<file path="src/design/micon_pkg.sv">
`default_nettype none

package micon_pkg;

  // Configuration register indexes.
  localparam logic [7:0] REG_TONE_SLACK  = 8'd0;
  localparam logic [7:0] REG_ALPHA_FLOOR = 8'd1;

  // Register values after reset.
  localparam logic [7:0] TONE_SLACK_RESET  = 8'd12;
  localparam logic [7:0] ALPHA_FLOOR_RESET = 8'd24;

  // Tone tracker values after reset and at the start of each image.
  localparam logic [7:0] LOWEST_TONE_RESET  = 8'hff;
  localparam logic [7:0] HIGHEST_TONE_RESET = 8'h00;

  // Saturated channel value.
  localparam logic [7:0] TONE_MAX = 8'hff;

  // Number of bits in one quotient, which is one divider step per bit.
  localparam int unsigned QUO_BITS = 8;

  // Default number of entries in the queue between the front and the back.
  localparam int unsigned QUEUE_DEPTH_DEFAULT = 2;

  // One classified pixel as it travels through the queue.
  typedef struct packed {
    logic       take;   // alpha is nonzero and not below the floor
    logic       last;   // final pixel of the image
    logic [7:0] alpha;
    logic [7:0] red;
    logic [7:0] green;
    logic [7:0] blue;
  } entry_t;

  // Queue status seen by both sides.
  typedef struct packed {
    logic full;
    logic empty;
  } queue_stat_t;

  // Back end sequencer states.
  typedef enum logic [1:0] {
    ST_IDLE,
    ST_DIV,
    ST_MERGE,
    ST_CHECK
  } back_state_t;

endpackage

`default_nettype wire

</file>
<file path="src/design/micon_front.sv">
`default_nettype none

// Accepts pixel words and classifies each one as counted or skipped by its alpha.
module micon_front (
  input  wire logic               s_tvalid,
  output logic                    s_tready,
  input  wire logic [31:0]        s_tdata,   // blue[7:0], green[15:8], red[23:16], alpha[31:24]
  input  wire logic               s_tlast,   // last pixel of the image
  input  wire logic [7:0]         alpha_floor,
  input  wire micon_pkg::queue_stat_t q_stat,
  output logic                    push,
  output micon_pkg::entry_t       entry
);

  logic [7:0] alpha;

  assign alpha = s_tdata[31:24];

  // A word is taken whenever the queue has room.
  assign s_tready = !q_stat.full;
  assign push     = s_tvalid && !q_stat.full;

  // Zero alpha is always skipped, so the divider never sees it.
  always_comb begin
    entry.take  = (alpha != 8'd0) && (alpha >= alpha_floor);
    entry.last  = s_tlast;
    entry.alpha = alpha;
    entry.red   = s_tdata[23:16];
    entry.green = s_tdata[15:8];
    entry.blue  = s_tdata[7:0];
  end

endmodule

`default_nettype wire

</file>
<file path="src/design/micon_queue.sv">
`default_nettype none

// Short first-in first-out queue of classified pixels.
module micon_queue #(
  parameter int unsigned DEPTH = micon_pkg::QUEUE_DEPTH_DEFAULT
) (
  input  wire logic                   clk,
  input  wire logic                   rst,
  input  wire logic                   push,
  input  wire micon_pkg::entry_t      push_entry,
  input  wire logic                   pop,
  output micon_pkg::entry_t           head,
  output micon_pkg::queue_stat_t      q_stat
);

  localparam int unsigned PTR_W = (DEPTH > 1) ? $clog2(DEPTH) : 1;
  localparam int unsigned CNT_W = $clog2(DEPTH + 1);
  localparam logic [PTR_W-1:0] PTR_LAST = PTR_W'(DEPTH - 1);
  localparam logic [CNT_W-1:0] CNT_FULL = CNT_W'(DEPTH);

  micon_pkg::entry_t slots [DEPTH];
  logic [PTR_W-1:0]  wr_ptr;
  logic [PTR_W-1:0]  rd_ptr;
  logic [CNT_W-1:0]  count;

  assign head         = slots[rd_ptr];
  assign q_stat.full  = (count == CNT_FULL);
  assign q_stat.empty = (count == '0);

  // Storage is written only at the write pointer.
  always_ff @(posedge clk) begin
    if (push) begin
      slots[wr_ptr] <= push_entry;
    end
  end

  // Pointers wrap at the depth; the count tracks occupancy.
  always_ff @(posedge clk) begin
    if (rst) begin
      wr_ptr <= '0;
      rd_ptr <= '0;
      count  <= '0;
    end else begin
      if (push) begin
        wr_ptr <= (wr_ptr == PTR_LAST) ? '0 : wr_ptr + PTR_W'(1);
      end
      if (pop) begin
        rd_ptr <= (rd_ptr == PTR_LAST) ? '0 : rd_ptr + PTR_W'(1);
      end
      if (push && !pop) begin
        count <= count + CNT_W'(1);
      end else if (pop && !push) begin
        count <= count - CNT_W'(1);
      end
    end
  end

endmodule

`default_nettype wire

</file>
<file path="src/design/micon_back.sv">
`default_nettype none

// Unpremultiplies counted pixels, tracks the tone range and delivers the verdict.
module micon_back (
  input  wire logic                   clk,
  input  wire logic                   rst,
  input  wire logic [7:0]             tone_slack,
  input  wire micon_pkg::entry_t      head,
  input  wire micon_pkg::queue_stat_t q_stat,
  output logic                        pop,
  output logic                        m_tvalid,
  input  wire logic                   m_tready,
  output logic [7:0]                  m_tdata   // is_mask[0], zero[7:1]
);

  localparam int unsigned LANES = 3;
  localparam int unsigned STEP_W = $clog2(micon_pkg::QUO_BITS);

  micon_pkg::back_state_t state, state_next;

  // Current pixel.
  logic       job_do;
  logic       job_last;
  logic [7:0] job_alpha;

  // Divider lanes: red, green, blue.
  logic [7:0]        rem  [LANES];
  logic [7:0]        quo  [LANES];
  logic              sat  [LANES];
  logic [7:0]        tone [LANES];
  logic [STEP_W-1:0] step;

  // Image state.
  logic [7:0] lowest_tone;
  logic [7:0] highest_tone;
  logic       any_counted;
  logic       rejected;

  // Result register.
  logic out_valid;
  logic out_mask;

  logic [7:0] chan_in [LANES];
  logic [7:0] cmin;
  logic [7:0] cmax;
  logic       exceed;
  logic       emit_ok;
  logic       rej_now;
  logic       cnt_now;

  assign chan_in[0] = head.red;
  assign chan_in[1] = head.green;
  assign chan_in[2] = head.blue;

  assign m_tvalid = out_valid;
  assign m_tdata  = {7'd0, out_mask};

  // Final channel values, saturated where the quotient reaches 255 or more.
  always_comb begin
    for (int i = 0; i < LANES; i++) begin
      tone[i] = sat[i] ? micon_pkg::TONE_MAX : quo[i];
    end
    cmin = (tone[0] < tone[1]) ? tone[0] : tone[1];
    if (tone[2] < cmin) begin
      cmin = tone[2];
    end
    cmax = (tone[0] > tone[1]) ? tone[0] : tone[1];
    if (tone[2] > cmax) begin
      cmax = tone[2];
    end
  end

  // Spread test on the merged range, and the verdict it leads to.
  always_comb begin
    exceed  = (highest_tone > lowest_tone) && ((highest_tone - lowest_tone) > tone_slack);
    rej_now = rejected || (job_do && exceed);
    cnt_now = any_counted || (job_do && !exceed);
    emit_ok = !out_valid || m_tready;
  end

  // Sequencer: take a pixel, divide it if it is counted, merge, then check and report.
  always_comb begin
    state_next = state;
    pop        = 1'b0;
    unique case (state)
      micon_pkg::ST_IDLE: begin
        if (!q_stat.empty) begin
          pop        = 1'b1;
          state_next = (head.take && !rejected) ? micon_pkg::ST_DIV : micon_pkg::ST_MERGE;
        end
      end
      micon_pkg::ST_DIV: begin
        if (step == '0) begin
          state_next = micon_pkg::ST_MERGE;
        end
      end
      micon_pkg::ST_MERGE: begin
        state_next = micon_pkg::ST_CHECK;
      end
      micon_pkg::ST_CHECK: begin
        if (!job_last || emit_ok) begin
          state_next = micon_pkg::ST_IDLE;
        end
      end
      default: begin
        state_next = micon_pkg::ST_IDLE;
      end
    endcase
  end

  always_ff @(posedge clk) begin
    if (rst) begin
      state <= micon_pkg::ST_IDLE;
    end else begin
      state <= state_next;
    end
  end

  // Divider datapath. Below saturation the top byte of chan*255 is already
  // smaller than alpha, so eight restoring steps give the whole quotient.
  always_ff @(posedge clk) begin
    if (state == micon_pkg::ST_IDLE && pop) begin
      job_do    <= head.take && !rejected;
      job_last  <= head.last;
      job_alpha <= head.alpha;
      step      <= STEP_W'(micon_pkg::QUO_BITS - 1);
      for (int i = 0; i < LANES; i++) begin
        logic [15:0] dvd;
        dvd    = {chan_in[i], 8'd0} - {8'd0, chan_in[i]};
        sat[i] <= (chan_in[i] >= head.alpha);
        rem[i] <= dvd[15:8];
        quo[i] <= dvd[7:0];
      end
    end else if (state == micon_pkg::ST_DIV) begin
      step <= step - STEP_W'(1);
      for (int i = 0; i < LANES; i++) begin
        logic [8:0] trial;
        logic       ge;
        trial  = {rem[i], quo[i][7]};
        ge     = (trial >= {1'b0, job_alpha});
        rem[i] <= ge ? 8'(trial - {1'b0, job_alpha}) : trial[7:0];
        quo[i] <= {quo[i][6:0], ge};
      end
    end
  end

  // Image state and the result register.
  always_ff @(posedge clk) begin
    if (rst) begin
      lowest_tone  <= micon_pkg::LOWEST_TONE_RESET;
      highest_tone <= micon_pkg::HIGHEST_TONE_RESET;
      any_counted  <= 1'b0;
      rejected     <= 1'b0;
      out_valid    <= 1'b0;
      out_mask     <= 1'b0;
    end else begin
      if (out_valid && m_tready) begin
        out_valid <= 1'b0;
      end
      if (state == micon_pkg::ST_MERGE && job_do) begin
        if (cmax > highest_tone) begin
          highest_tone <= cmax;
        end
        if (cmin < lowest_tone) begin
          lowest_tone <= cmin;
        end
      end
      if (state == micon_pkg::ST_CHECK) begin
        if (!job_last) begin
          rejected    <= rej_now;
          any_counted <= cnt_now;
        end else if (emit_ok) begin
          out_valid    <= 1'b1;
          out_mask     <= cnt_now && !rej_now;
          lowest_tone  <= micon_pkg::LOWEST_TONE_RESET;
          highest_tone <= micon_pkg::HIGHEST_TONE_RESET;
          any_counted  <= 1'b0;
          rejected     <= 1'b0;
        end
      end
    end
  end

endmodule

`default_nettype wire

</file>
<file path="src/design/monochrome_icon_detector_core.sv">
`default_nettype none

// Channel   Direction  Word contents (lowest bits first)
// s_*       in         tdata: pixel_word[31:0]; tlast: last_pixel
// m_*       out        tdata: is_mask[0], zero[7:1]; one word after each last pixel
// cfg_*     in         cfg_index: register index; cfg_data: register value
//
// A counted pixel passes through the back end in order: it is taken from the queue,
// then eight divider steps run (one quotient bit per cycle in each of three channel
// lanes), then the tone range is merged and checked. A skipped pixel skips the divider.
// Reset is synchronous; it empties the queue and restores registers and image state.
// The input queue keeps taking words while the back end divides, as long as it has room;
// a result waiting on m_tready stalls only the last pixel's check step.
module monochrome_icon_detector_core #(
  parameter int unsigned QUEUE_DEPTH = micon_pkg::QUEUE_DEPTH_DEFAULT
) (
  input  wire logic        clk,
  input  wire logic        rst,
  input  wire logic        s_tvalid,
  output logic             s_tready,
  input  wire logic [31:0] s_tdata,    // pixel_word[31:0]
  input  wire logic        s_tlast,    // last_pixel
  output logic             m_tvalid,
  input  wire logic        m_tready,
  output logic [7:0]       m_tdata,    // is_mask[0], zero[7:1]
  input  wire logic        cfg_valid,
  output logic             cfg_ready,
  input  wire logic [7:0]  cfg_index,
  input  wire logic [7:0]  cfg_data
);

  logic [7:0]             tone_slack;
  logic [7:0]             alpha_floor;
  logic                   q_push;
  logic                   q_pop;
  micon_pkg::entry_t      push_entry;
  micon_pkg::entry_t      head;
  micon_pkg::queue_stat_t q_stat;

  // Configuration registers; unknown indexes are ignored.
  assign cfg_ready = 1'b1;

  always_ff @(posedge clk) begin
    if (rst) begin
      tone_slack  <= micon_pkg::TONE_SLACK_RESET;
      alpha_floor <= micon_pkg::ALPHA_FLOOR_RESET;
    end else if (cfg_valid) begin
      if (cfg_index == micon_pkg::REG_TONE_SLACK) begin
        tone_slack <= cfg_data;
      end else if (cfg_index == micon_pkg::REG_ALPHA_FLOOR) begin
        alpha_floor <= cfg_data;
      end
    end
  end

  micon_front u_front (
    .s_tvalid    (s_tvalid),
    .s_tready    (s_tready),
    .s_tdata     (s_tdata),
    .s_tlast     (s_tlast),
    .alpha_floor (alpha_floor),
    .q_stat      (q_stat),
    .push        (q_push),
    .entry       (push_entry)
  );

  micon_queue #(
    .DEPTH (QUEUE_DEPTH)
  ) u_queue (
    .clk        (clk),
    .rst        (rst),
    .push       (q_push),
    .push_entry (push_entry),
    .pop        (q_pop),
    .head       (head),
    .q_stat     (q_stat)
  );

  micon_back u_back (
    .clk        (clk),
    .rst        (rst),
    .tone_slack (tone_slack),
    .head       (head),
    .q_stat     (q_stat),
    .pop        (q_pop),
    .m_tvalid   (m_tvalid),
    .m_tready   (m_tready),
    .m_tdata    (m_tdata)
  );

  // The queue is never full and empty at once.
  a_queue_state: assert property (@(posedge clk) disable iff (rst)
    !(q_stat.full && q_stat.empty))
    else $error("queue reports full and empty together");

  // The back end only takes a pixel that is there.
  a_pop_nonempty: assert property (@(posedge clk) disable iff (rst)
    q_pop |-> !q_stat.empty)
    else $error("pop from an empty queue");

  // The front end never writes into a full queue.
  a_push_room: assert property (@(posedge clk) disable iff (rst)
    q_push |-> !q_stat.full)
    else $error("push into a full queue");

endmodule

`default_nettype wire
</file>
<file path="config.mk">
export PLATFORM = sky130hd
export DESIGN_NAME = monochrome_icon_detector_core
export DESIGN_NICKNAME = d
export VERILOG_FILES = /design/src/design/micon_pkg.sv /design/src/design/micon_front.sv /design/src/design/micon_queue.sv /design/src/design/micon_back.sv /design/src/design/monochrome_icon_detector_core.sv
export SDC_FILE = /design/constraint.sdc
export NUM_CORES = 1
export LEC_CHECK = 0
export BUFFER_PORTS_ARGS = -buffer_cell sky130_fd_sc_hd__buf_2
export CAP_MARGIN = 25
export CORE_MARGIN = 2
export CORE_UTILIZATION = 62
export CTS_CLUSTER_DIAMETER = 30
export CTS_CLUSTER_SIZE = 14
export DETAILED_ROUTE_END_ITERATION = 10
export PLACE_DENSITY = 0.88
export SYNTH_ARGS = -nofsm -noshare
export SYNTH_HDL_FRONTEND = slang
export SYNTH_SLANG_ARGS = --single-unit
</file>
<file path="constraint.sdc">
create_clock -name clk -period 6.45 [get_ports clk]
set_clock_uncertainty 0.1 [all_clocks]
set_input_delay 1.935 -clock clk [delete_from_list [all_inputs] [get_ports clk]]
set_output_delay 1.935 -clock clk [all_outputs]
set_load 0.01 [all_outputs]
</file>
# Yosys cells after proc, flatten, opt, wreduce, memory -nomap -nowiden
# Memory sizes are Yosys's and may differ from the RTL's. A register that Yosys moved wholly into a read port is not among the register bits.
# Index checks and enable logic that the tools add are counted.
classes:
  reduce_logical: 35
  bitwise_logic: 7
  magnitude_cmp: 15
  eq_ne: 9
  mux: 53
  add_sub_neg: 12
op_table:
  columns: ["cell", "count"]
  rows:
  - ["two-way mux 8 bit", 26]
  - ["subtractor 16 x 8 -> 16 bit", 3]
  - ["greater-than comparator 8 bit", 5]
  - [">= comparator 8 bit", 4]
  - ["subtractor 8 bit", 4]
  - [">= comparator 9 x 8 -> 1 bit", 3]
  - ["less-than comparator 8 bit", 3]
  - ["two-way mux 1 bit", 20]
  - ["logical AND 1 bit", 12]
  - ["two-way mux 2 bit", 6]
  - ["AND reduction 3 bit", 3]
  - ["== test 8 x 1 -> 1 bit, second input constant", 1]
  - ["logical NOT 1 bit", 8]
  - ["logical NOT 8 bit", 1]
  - ["case mux 2 bit (4 select lines)", 1]
  - ["nonzero test 8 bit", 1]
  - ["== test 2 bit, second input constant", 3]
  - ["bitwise OR 1 bit", 6]
  - ["logical NOT 2 bit", 2]
  - ["logical OR 1 bit", 4]
  - ["!= test 2 x 1 -> 1 bit, second input constant", 2]
  - ["!= test 2 bit, second input constant", 2]
  - ["AND reduction 2 bit", 2]
  - ["logical NOT 3 bit", 1]
  - ["7 further kinds", 8]
totals:
  n_memories: 4
  regBits: 55
  mem_bits_rw: 119
  inputBits: 54
memory_table:
  columns: ["memory", "depth", "word_bits", "rd", "rd_ports_with_merged_regs", "wr", "line", "source"]
  rows:
  - ["u_queue.slots", 2, 34, 1, 1, 1, "micon_queue.sv:21", "micon_pkg::entry_t slots [DEPTH];"]
  - ["u_back.quo", 3, 8, 3, 0, 3, "micon_back.sv:28", "logic [7:0] quo [LANES];"]
  - ["u_back.rem", 3, 8, 3, 0, 3, "micon_back.sv:27", "logic [7:0] rem [LANES];"]
  - ["u_back.sat", 3, 1, 3, 0, 3, "micon_back.sv:29", "logic sat [LANES];"]

# Logic depth before layout (Yosys ltp)
# An unclocked memory read counts as a cell.
logic_depth:
  ltp_word: 12
  depth_mapped: 29
  depth_no_buf: 26

# Modules after synthesis
# From an unflattened synthesis, not the netlist that was laid out.
unflattened:
  cells_unflattened: 1118
  area_unflattened_um2: 11492.3
modules_own_cells:
  columns: ["mod", "instances", "seq_area_each_um2", "cells_each", "area_each_um2"]
  rows:
  - ["micon_back", 1, 2332.2, 854, 7643.6]
  - ["micon_queue", 1, 2142.1, 128, 2660.1]
  - ["monochrome_icon_detector_core", 1, 320.3, 71, 723.2]
  - ["micon_front", 1, 0.0, 65, 465.4]

# Worst setup path before layout
# No wires, ideal clock.
synth_path:
  kind: "register to register"
  from: "memory u_back.sat[0][0]"
  to: "register u_back.lowest_tone[2]"
  t_required_ns: 6.217
  path_buffers: 3
  setup_ns: 0.133
  slack_ns: 0.627
  t_arrival_ns: 5.589
  path_stages_with_launch: 26
  synth_period_minus_slack_ns: 5.823
  path_cell_list: "edfxtp_1 -> buf_6 -> nor2_1 -> inv_1 -> ha_1 -> a21oi_1 -> o21ai_0 -> a21oi_1 -> buf_2 -> mux2_2 -> ha_1 -> a211oi_1 -> o21bai_1 -> a2111o_1 -> o41ai_4 -> mux2i_1 -> ha_1 -> a21oi_1 -> nor2b_1 -> o21ai_0 -> o211ai_1 -> nor4b_1 -> a21oi_1 -> buf_2 -> nor4_1 -> a31oi_1"
synth_lines:
  columns: ["item", "line", "source"]
  rows:
  - ["start, declared", "micon_back.sv:29", null]
  - ["end signal, assigned", "micon_back.sv:150", "lowest_tone <= micon_pkg::LOWEST_TONE_RESET;"]
  - ["end signal, assigned", "micon_back.sv:165", "lowest_tone <= cmin;"]
  - ["end signal, assigned", "micon_back.sv:175", "lowest_tone <= micon_pkg::LOWEST_TONE_RESET;"]
  - ["end, declared", "micon_back.sv:34", "logic [7:0] lowest_tone;"]

==> run summary <==
The run finished with clean final reports. The detailed router put a total of roughly 11000 um of wire on met1. The die covers about 19000 um^2. The time the final worst path needs with I/O delays and setup came out at slightly above 6000 ps. The library cells used most frequently in the layout, excluding fill and tap cells, are 129 x edfxtp_1, 117 x ha_1, 112 x inv_1, 99 x nor2_1, 64 x a21oi_1.

The clock buffer count from CTS is 17. The worst hold path depth came out at 2. The relative max-transition margin is roughly 34%. The antenna cell count is 0. The clock tree from TritonCTS is yes. Leaving out fill and tap cells, the most frequent cell in the layout is edfxtp_1. The die width came out at between 100 and 150 um. The type of element capturing the critical path is a flip-flop. The number of max-capacitance violations reported came out at 0. The sequential fraction of the synthesis area came out at between 40% and 50%.

The setup slack of the critical path after layout is roughly 360 ps. The endpoint identified for the worst register-to-register timing path is u_back.lowest_tone[7]. The tightest min-delay check is of the flip-flop to flip-flop type. The die span in y came out at approximately 140 um. The count of input and output buffers came out at 56. The effective utilization at floorplan came out at a little under two thirds. The clock tree synthesis step divided the H-tree into 4 levels.

The start-to-end type of the worst setup path is flip-flop to flip-flop. Entering global routing, the biggest net connects 88 pins. The I/O pin total is 65. The source of the worst register-to-register timing path is u_back.sat[0][0]. Timing would allow up to around 160 MHz.

The logic depth of the worst register-to-register path came out at 26. The area growth from synthesis to layout came out at 10.9%. The arrival time reported for the critical path endpoint is 6290 ps. The number of cell rows came out at 48. The worst setup path is launched from a flip-flop. At the end of the flow, the number of nets in the layout was 1329. In this run the most critical hold path is launched from u_back.out_mask. After layout, the worst path uses a little over nine tenths of the clock period. The path with the worst hold slack has its endpoint at u_back.out_mask. The post-synthesis register bit count is roughly 180. The clock-pin slew on the worst setup and hold paths is 70 ps. The final cell count without fillers came out at around 1400. The number of distinct library cells after synthesis came out at 64.

The total count of hold-check failures in the final report came out at 0. The longest clock path from root to sink contains 2 buffers. The count of placed standard cells including taps came out at ~1400. The amount of wire on met2 after detailed routing is between 10000 and 15000 um. The routed length on met3 came out at 1940 um. The count of flip-flops with a built-in enable after synthesis came out at ~130.

The area of the core is between 15000 and 20000 um^2. The congestion estimate from routability-driven global placement came to roughly 0.95. The clock reaches the later pin of the worst-skew pair after 450 ps.

At the pin with the least slew margin, the transition time is roughly 1000 ps. Before antenna repair, the detailed router went through 6 iterations. In the global route stage, overall resource usage came out at between 20% and 30%. STA puts the critical path data required time at around 6700 ps. Synthesis produced a netlist whose cell count is around 1100. The worst slack at placement is 195 ps. Clock tree synthesis found a total of 175 sinks. Of all nets on the critical path, the largest fanout is 13.

The wire length after detailed routing is 26900 um. Of all flip-flops after synthesis, the portion carrying an async set or reset was 0%. A synthesized cell averages slightly above 10 um^2.

The number of global-route vias before repair was a little over 8000. The highest layer touched by signal routing is met4. The total DRC errors in the routed layout is 0. The antenna violation net count after detailed routing is 0. The first-pass GRT wire length is approximately 42000 um.

The accumulated negative setup slack came out at 0 ps. The final HPWL from detailed placement is between 15000 and 20000 um. The number of max-slew violations in the final report came to 0. The worst reg-to-reg setup slack is approximately 360 ps. The initial antenna violation count is 0. In the routed layout, each cell is associated on average with a via count of slightly above 6. The total via count in the routed design is between 8000 and 9000.

The summed instance area of the synthesized netlist came out at ~11000 um^2. Dividing the detail-routed wire length by the instance count gives ~19 um. The first routing iteration left slightly below 800 violations. The global-route congestion overflow total is 0. Setup violations remaining at the end of the flow were counted as 0. The root buffer cell chosen for the clock tree is clkbuf_16. The number of warnings reported in the yosys synthesis log is 0. The post-route netlist has 13.8% of its cells at a drive strength greater than 1. The most used flip-flop cell after synthesis is edfxtp_1.
==> cell type report <==
class                      count  area (um^2)
tap                          225          282
timing repair buffer          73          429
inverter                     112          420
clock inverter                15          193
fill                        1135         5080
clock buffer                  17          425
multi-input combinational    774         5790
sequential                   175         4800
==> synth_stat cells, drive strengths merged, types with 3 or more instances <==
cell / number / area (um^2)
fa: 4 / 80.1
xnor2: 32 / 280
nand2: 60 / 225
mux2: 34 / 383
inv: 112 / 420
a211oi: 12 / 90.1
ha: 118 / 1480
nor2: 100 / 375
nor2b: 23 / 144
buf: 20 / 125
or2: 7 / 43.8
o21ai: 61 / 305
xor2: 11 / 96.3
mux2i: 63 / 631
clkbuf: 19 / 71.3
o31ai: 4 / 30.0
nand3: 13 / 65.1
and3: 3 / 18.8
a21oi: 64 / 320
o21a: 8 / 60.1
a31oi: 11 / 68.8
a21boi: 6 / 45.1
nand2b: 16 / 100
dfxtp: 46 / 921
nand4: 13 / 81.3
or3: 5 / 31.3
a2111oi: 3 / 32.5
nor4: 14 / 87.6
edfxtp: 129 / 3870
o21bai: 5 / 37.5
o211ai: 6 / 45.0
nor4b: 3 / 26.3
a211o: 3 / 27.5
nor3: 12 / 60.1
o22ai: 3 / 18.8
a21o: 26 / 195
==> worst max path at each step <==
stage                     cells past startpoint             start               endpoint
after floorplan                              25  u_back.sat[0][0]  u_back.lowest_tone[2]
after global placement                       24  u_back.sat[0][0]  u_back.lowest_tone[0]
after detailed placement                     24  u_back.sat[0][0]  u_back.lowest_tone[4]
after CTS                                    24  u_back.sat[0][0]  u_back.lowest_tone[6]
after global routing                         26  u_back.sat[0][0]  u_back.lowest_tone[1]
final                                        26  u_back.sat[0][0]  u_back.lowest_tone[7]
==> through the flow <==
stage	utilization [%]	hold WS [ps]	area [um^2]
finish	70.8	373	12300
global route	70.8	397	12300
CTS	70.4	371	12300
detailed placement	66.9	356	11600
global placement	66.7	346	11600
floorplan	-	326	11200
==> state kept, by name, summed over array words and instances, names as in the netlist, 2 cells and up, named ones only <==
signal	cells
u_queue.slots	68
u_back.quo	24
u_back.rem	24
alpha_floor	8
tone_slack	8
u_back.highest_tone	8
u_back.job_alpha	8
u_back.lowest_tone	8
u_back.sat	3
u_back.step	3
u_back.state	2
u_queue.count	2
==> layer usage <==
| metal | vias up | GRT usage, % |
|---|---|---|
| met5 | - | 0 |
| met4 | 0 | 9.81 |
| met3 | 72 | 5.08 |
| met2 | 414 | 49.0 |
| met1 | 4122 | 38.1 |
| li1 | 4045 | - |
==> worst max-delay path, cell delays in order (launching register included) <==
cell	delay, ps
edfxtp_1	480
dlymetal6s2s_1	230
nor2_1	170
inv_1	60
ha_1	190
a21oi_1	170
o21ai_0	160
a21oi_1	220
buf_4	220
mux2_2	380
ha_1	300
o21ai_0	150
o21bai_1	90
a2111o_1	470
o41ai_4	360
buf_4	230
mux2i_2	250
ha_1	280
a21oi_1	130
nor2b_1	50
o21ai_0	150
o211ai_1	140
nor4b_2	270
a21oi_1	140
buf_4	210
nor4_2	230
a31oi_1	100
==> kinds of logic after synthesis <==
| family | count (synthesis) | share of synthesized area (%) |
|---|---|---|
| AOI/OAI and AO/OA | 231 | 13.2 |
| xor gates and xnor gates | 43 | 3.38 |
| adders and majority gates | 123 | 14.1 |
| buffers and inverters | 151 | 5.54 |
| DFF | 175 | 43.1 |
| muxes | 97 | 9.11 |
| other | 2 | 0.0675 |
| and+or+nand+nor | 272 | 11.5 |
==> what timing repair did <==
item / 4_1_cts / 5_1_grt
setup buffers: 0 / 5
endpoints found under the hold margin: 0 / 0
hold buffers: 0 / 0
endpoints found under the setup margin: 0 / 7
resized for setup: 0 / 5
Power is left out: the tool's default activity adds up to more than one toggle a clock period on the data nets, which glitch-free logic cannot reach.
